[config.mk]
export PLATFORM = sky130hd
export DESIGN_NAME = wrmt_scan
export DESIGN_NICKNAME = d
export VERILOG_FILES = /design/src/hw/rtl/watchpoint_range_match_table_macros.svh /design/src/hw/rtl/wrmt_pkg.sv /design/src/hw/rtl/wrmt_scan.sv
export SDC_FILE = /design/constraint.sdc
export NUM_CORES = 2
export LEC_CHECK = 0
export BUFFER_PORTS_ARGS = -buffer_cell sky130_fd_sc_hd__buf_2
export CORE_AREA = 2 2 494 496
export DETAILED_ROUTE_END_ITERATION = 8
export DIE_AREA = 0 0 496 498
export SETUP_SLACK_MARGIN = 0.05
export SLEW_MARGIN = 20
export SYNTH_ARGS = -nofsm -noshare
export SYNTH_HDL_FRONTEND = slang
export SYNTH_SLANG_ARGS = --single-unit
[constraint.sdc]
create_clock -name vclk -period 18.6
set_clock_uncertainty 0.05 [all_clocks]
set_input_delay 1.86 -clock vclk [all_inputs]
set_output_delay 1.86 -clock vclk [all_outputs]
set_load 0.02 [all_outputs]
[src/hw/rtl/watchpoint_range_match_table_macros.svh]
// Assertion macros for the watchpoint range match table.
// Each macro expects clk_i and rst_ni in the scope where it is used.
`ifndef WATCHPOINT_RANGE_MATCH_TABLE_MACROS_SVH
`define WATCHPOINT_RANGE_MATCH_TABLE_MACROS_SVH

// The consequent must hold in the same cycle as the antecedent.
`define WRMT_ASSERT_SAME(label, ante, cons, msg) \
  label: assert property (@(posedge clk_i) disable iff (!rst_ni) (ante) |-> (cons)) \
    else $error(msg);

// The consequent must hold in the cycle after the antecedent.
`define WRMT_ASSERT_NEXT(label, ante, cons, msg) \
  label: assert property (@(posedge clk_i) disable iff (!rst_ni) (ante) |=> (cons)) \
    else $error(msg);

`endif

[src/hw/rtl/wrmt_pkg.sv]
// Package of the watchpoint range match table: field widths, codes and payload types.
// Used by every module of the block; depends on nothing.
`timescale 1ns / 1ps

package wrmt_pkg;

  localparam int unsigned ENTRIES_DEF = 16;
  localparam int unsigned ADDR_BITS   = 27;
  localparam int unsigned LEN_BITS    = ADDR_BITS + 1;
  localparam int unsigned END_BITS    = ADDR_BITS + 2;
  localparam int unsigned ID_BITS     = 16;
  localparam int unsigned TYPE_BITS   = 3;

  typedef enum logic [1:0] {
    KIND_CHECK  = 2'd0,
    KIND_ADD    = 2'd1,
    KIND_REMOVE = 2'd2
  } kind_e;

  typedef enum logic [1:0] {
    STATUS_OK        = 2'd0,
    STATUS_NOT_FOUND = 2'd1,
    STATUS_FULL      = 2'd2
  } status_e;

  typedef struct packed {
    logic [1:0]           kind;
    logic [ADDR_BITS-1:0] addr;
    logic [LEN_BITS-1:0]  length;
    logic [TYPE_BITS-1:0] access_type;
    logic [ID_BITS-1:0]   select_id;
  } in_t;

  typedef struct packed {
    logic [1:0]           status;
    logic                 hit;
    logic [ID_BITS-1:0]   result_id;
    logic [TYPE_BITS-1:0] hit_type;
  } out_t;

  typedef struct packed {
    logic [ADDR_BITS-1:0] start;
    logic [LEN_BITS-1:0]  length;
    logic [TYPE_BITS-1:0] etype;
    logic [ID_BITS-1:0]   ident;
  } entry_t;

endpackage

[src/hw/rtl/wrmt_scan.sv]
// Range scan of the watchpoint table: parallel overlap compares and a minimum tree.
// Depends on wrmt_pkg for the entry type and the address widths.
`timescale 1ns / 1ps

module wrmt_scan #(
  parameter int unsigned ENTRIES = wrmt_pkg::ENTRIES_DEF,
  localparam int unsigned IDX_W  = (ENTRIES > 1) ? $clog2(ENTRIES) : 1
) (
  input  logic                                  en_i,
  input  logic [wrmt_pkg::ADDR_BITS-1:0]        start_i,
  input  logic [wrmt_pkg::END_BITS-1:0]         end_i,
  input  logic [wrmt_pkg::TYPE_BITS-1:0]        type_i,
  input  logic [ENTRIES-1:0]                    valid_i,
  input  wrmt_pkg::entry_t [ENTRIES-1:0]        ent_i,
  output logic                                  found_o,
  output logic [IDX_W-1:0]                      idx_o
);
  import wrmt_pkg::*;

  localparam int unsigned LVL   = (ENTRIES > 1) ? $clog2(ENTRIES) : 1;
  localparam int unsigned N     = 1 << LVL;
  localparam int unsigned KEY_W = ADDR_BITS + ID_BITS;

  logic             nd_vld [LVL+1][N];
  logic [KEY_W-1:0] nd_key [LVL+1][N];
  logic [IDX_W-1:0] nd_idx [LVL+1][N];

  // The key orders by start address first and by ID second.
  always_comb begin
    for (int l = 0; l <= LVL; l++) begin
      for (int i = 0; i < N; i++) begin
        nd_vld[l][i] = 1'b0;
        nd_key[l][i] = '0;
        nd_idx[l][i] = '0;
      end
    end
    for (int i = 0; i < ENTRIES; i++) begin
      nd_vld[0][i] = en_i && valid_i[i] && ((ent_i[i].etype & type_i) != '0)
                     && ({2'b00, ent_i[i].start} < end_i)
                     && (({2'b00, ent_i[i].start} + {1'b0, ent_i[i].length})
                         > {2'b00, start_i});
      nd_key[0][i] = {ent_i[i].start, ent_i[i].ident};
      nd_idx[0][i] = IDX_W'(i);
    end
    for (int l = 0; l < LVL; l++) begin
      for (int i = 0; i < (N >> (l + 1)); i++) begin
        if (nd_vld[l][2*i] &&
            (!nd_vld[l][2*i+1] || nd_key[l][2*i] <= nd_key[l][2*i+1])) begin
          nd_vld[l+1][i] = 1'b1;
          nd_key[l+1][i] = nd_key[l][2*i];
          nd_idx[l+1][i] = nd_idx[l][2*i];
        end else begin
          nd_vld[l+1][i] = nd_vld[l][2*i+1];
          nd_key[l+1][i] = nd_key[l][2*i+1];
          nd_idx[l+1][i] = nd_idx[l][2*i+1];
        end
      end
    end
  end

  assign found_o = nd_vld[LVL][0];
  assign idx_o   = nd_idx[LVL][0];

endmodule

==> impl_results.md <==
* Final min period at 17.68 ns
* Post-synthesis compound-gate area fraction at 0.256
* WL/cell at 32.5 um
* XOR/XNOR share of the synthesized area at 0.0501
* Power Density at 43.4 nW/um^2
* TritonRoute pass-1 iters at 7
* WHS Path Cells at 7
* Worst Path Required at 16.69 ns
* Die width at 496 um
* CP Capture Type: output port
* Vias in the first global route at 67600
* Initial antenna violation count at 245
* Syn Area/Cell at 7.71 um^2
* Hold Startpoint: ent_i[268]
* Sequential fraction of the synthesis area at 0
* Core area at 242000 um^2
* First-pass GRT wire length at 551000 um
* Crit path launch type: input port
* Post-Syn Instances at 8107
* Max cap viols at 0
* Via count at 73000
* Critical path's slowest cell: or4_1
* Share of the synthesized area in the top cell type at 0.385
* Top cells by area, synth: ha_1, mux2i_1, a21oi_1
* Post-synth cell types at 83
* CP Class: in2out
* End of the worst hold path: found_o
* Simple-Gate Fraction of Synth Area at 0.141
* Rows at 181
* Mapped Nets at 11300
* Hold WC Path Type: in2out
* Post-synthesis mux area share at 0.100
* Bufs and invs on worst path at 8
* DRC at 0
* Chip height at 498 um
* Total power at 3.26 mW
* Final nets at 12700
* Unrepaired setup endpoints after global routing: no
* Final ANT Viol Nets at 0
* Ports at 1265
* Worst Path Max Fanout at 44
* Setup TNS at 0 ns
* Clock buffers at 0
* Final hold violations at 0
* Post-synth top area cell: ha_1
* GRT overflow at 0
* Hpwl dp at 371000 um
* Maximum vdd drop at 0.0203 mV
* Port-buffer cells at 1265
* Rel. slew slack at 0.159
* FF/Latch Area at 0 um^2
* Leak at 40.6 nW
* CP most frequent cell: a21oi_1
* Global placement routability congestion at 1.02
* Final period util at 0.950
* Status: finished clean
* Sequential cell count at 0
* Max-slew violation count at 0
* Worst EP arrival at 15.77 ns
* Initial core utilization at 0.259
* Mapped Area at 62500 um^2
* Tot GR Track Use at 0.322
* F_max at 56.6 MHz
* Synth Area in Adders at 0.390
* WL final at 419000 um
* Final Setup Violations at 0
* Worst Tran Pin Value at 1.26 ns
* Largest net degree at the start of global routing at 46
* Family with the most delay on the worst path: compound AO/OA/AOI/OAI gates
* Vias/cell at 5.65
* Synth Warn # at 0
* Share of cells above drive strength 1 at 0.178
* Synth-to-Final Area Change at 20.1%
* Largest family of logic cells by synthesized area: adder cells
* Initial DRC count at 7280
* Die area at 247000 um^2
* CP max stage delay at 0.59 ns
-- worst max path at each step --
stage | end | startpoint | cells after the start
final | idx_o[2] | ent_i[417] | 67
after global routing | idx_o[1] | ent_i[1083] | 72
after CTS | idx_o[1] | ent_i[195] | 62
after detailed placement | idx_o[1] | ent_i[195] | 62
after global placement | idx_o[2] | ent_i[420] | 59
after floorplan | idx_o[0] | ent_i[167] | 66
-- placed cells by master (no fill, tap or decap), types with 18 or more instances in the layout --
master / count
nor3_1: 101
a2111oi_0: 36
buf_4: 231
o22ai_1: 18
a211o_1: 29
nor2b_1: 127
and3_1: 49
mux2_2: 46
xor2_1: 73
nand3_1: 179
a31oi_1: 52
inv_1: 830
o31ai_1: 30
a21boi_0: 20
nand2_1: 347
buf_2: 1264
ha_1: 1925
nand2b_1: 97
mux2i_1: 552
xnor2_1: 285
o21a_1: 150
diode_2: 175
o211ai_1: 67
nand4_1: 274
o2111ai_1: 21
o21bai_1: 68
and2_1: 21
nor4_1: 42
a21oi_1: 742
a221oi_1: 26
inv_2: 52
o31a_1: 19
and4_1: 21
o21ai_0: 433
nor2_1: 399
a21o_1: 461
a211oi_1: 105
-- what timing repair did --
item                       CTS  global route
gates resized for setup      0            55
setup endpoints to repair    0             4
hold buffers                 0             0
setup buffers                0            14
hold endpoints to repair     0             0
-- synthesized netlist by cell type, types with 20 or more instances --
library cell	instances
a2111oi_0	37
inv_1	882
mux2_2	46
o21bai_1	68
a21oi_1	742
xnor2_1	285
o211ai_1	67
a221oi_1	26
nor2b_1	128
ha_1	1925
o31ai_1	34
a21boi_0	20
nand2_1	347
xor2_1	73
o21ai_0	436
nand3_1	179
clkbuf_1	23
o2111ai_1	21
buf_2	21
nor2_1	400
a31oi_1	55
and3_1	49
a211o_1	29
buf_4	35
nor4_1	44
a211oi_1	107
and2_1	23
mux2i_1	571
and4_1	21
o21a_1	151
nand4_1	274
nand2b_1	97
a21o_1	461
nor3_1	105
-- per-stage QoR --
step           hold slack (ns)  cell area (um^2)   util  worst slack, ns  std cells
2_1_floorplan             4.19             62500      -             2.96       8107
3_3_place_gp              4.69             74300  0.307            0.359      12700
3_5_place_dp              4.68             74300  0.307            0.224      12700
4_1_cts                   4.68             74300  0.307            0.178      12700
5_1_grt                   4.74             74800  0.309           0.0355      12800
6_report                  4.71             75100  0.311            0.921      12900
-- worst min-delay path, delay by kind of cell --
kind	cells	cell delay, ns
compound gates	2	0.31
buf+inv	3	0.56
simple gates	2	0.16
-- where the power goes --
group	total (mW)	switching, mW	leakage, nW	internal (mW)
sequential	0	0	0	0
clock	0.000000916	0	0.00111	0.000000915
combinational	3.26	1.96	40.6	1.30
total	3.26	1.96	40.6	1.30
-- cells by family after synthesis --
group,Yosys count
compound gates,2472
xor+xnor,358
fa+ha+maj,1941
buf+inv,976
mux,619
simple gates,1741
-- layout make-up --
cell class                 count  area [um^2]
timing repair buffer        1512         8390
inverter                     882         3310
fill                       26700       167000
tap                         3202         4010
antenna                      175          438
multi-input combinational   7132        59000
-- layer usage --
| layer | vias up | share of wire | track usage |
|---|---|---|---|
| met2 | 4190 | 0.44 | 0.509 |
| met3 | 1146 | 0.096 | 0.0759 |
| met4 | 96 | 0.087 | 0.233 |
| met5 | - | 0.0016 | 0 |
| met1 | 33900 | 0.38 | 0.379 |
| li1 | 33700 | - | - |
Power figures use the tool's default switching activity.
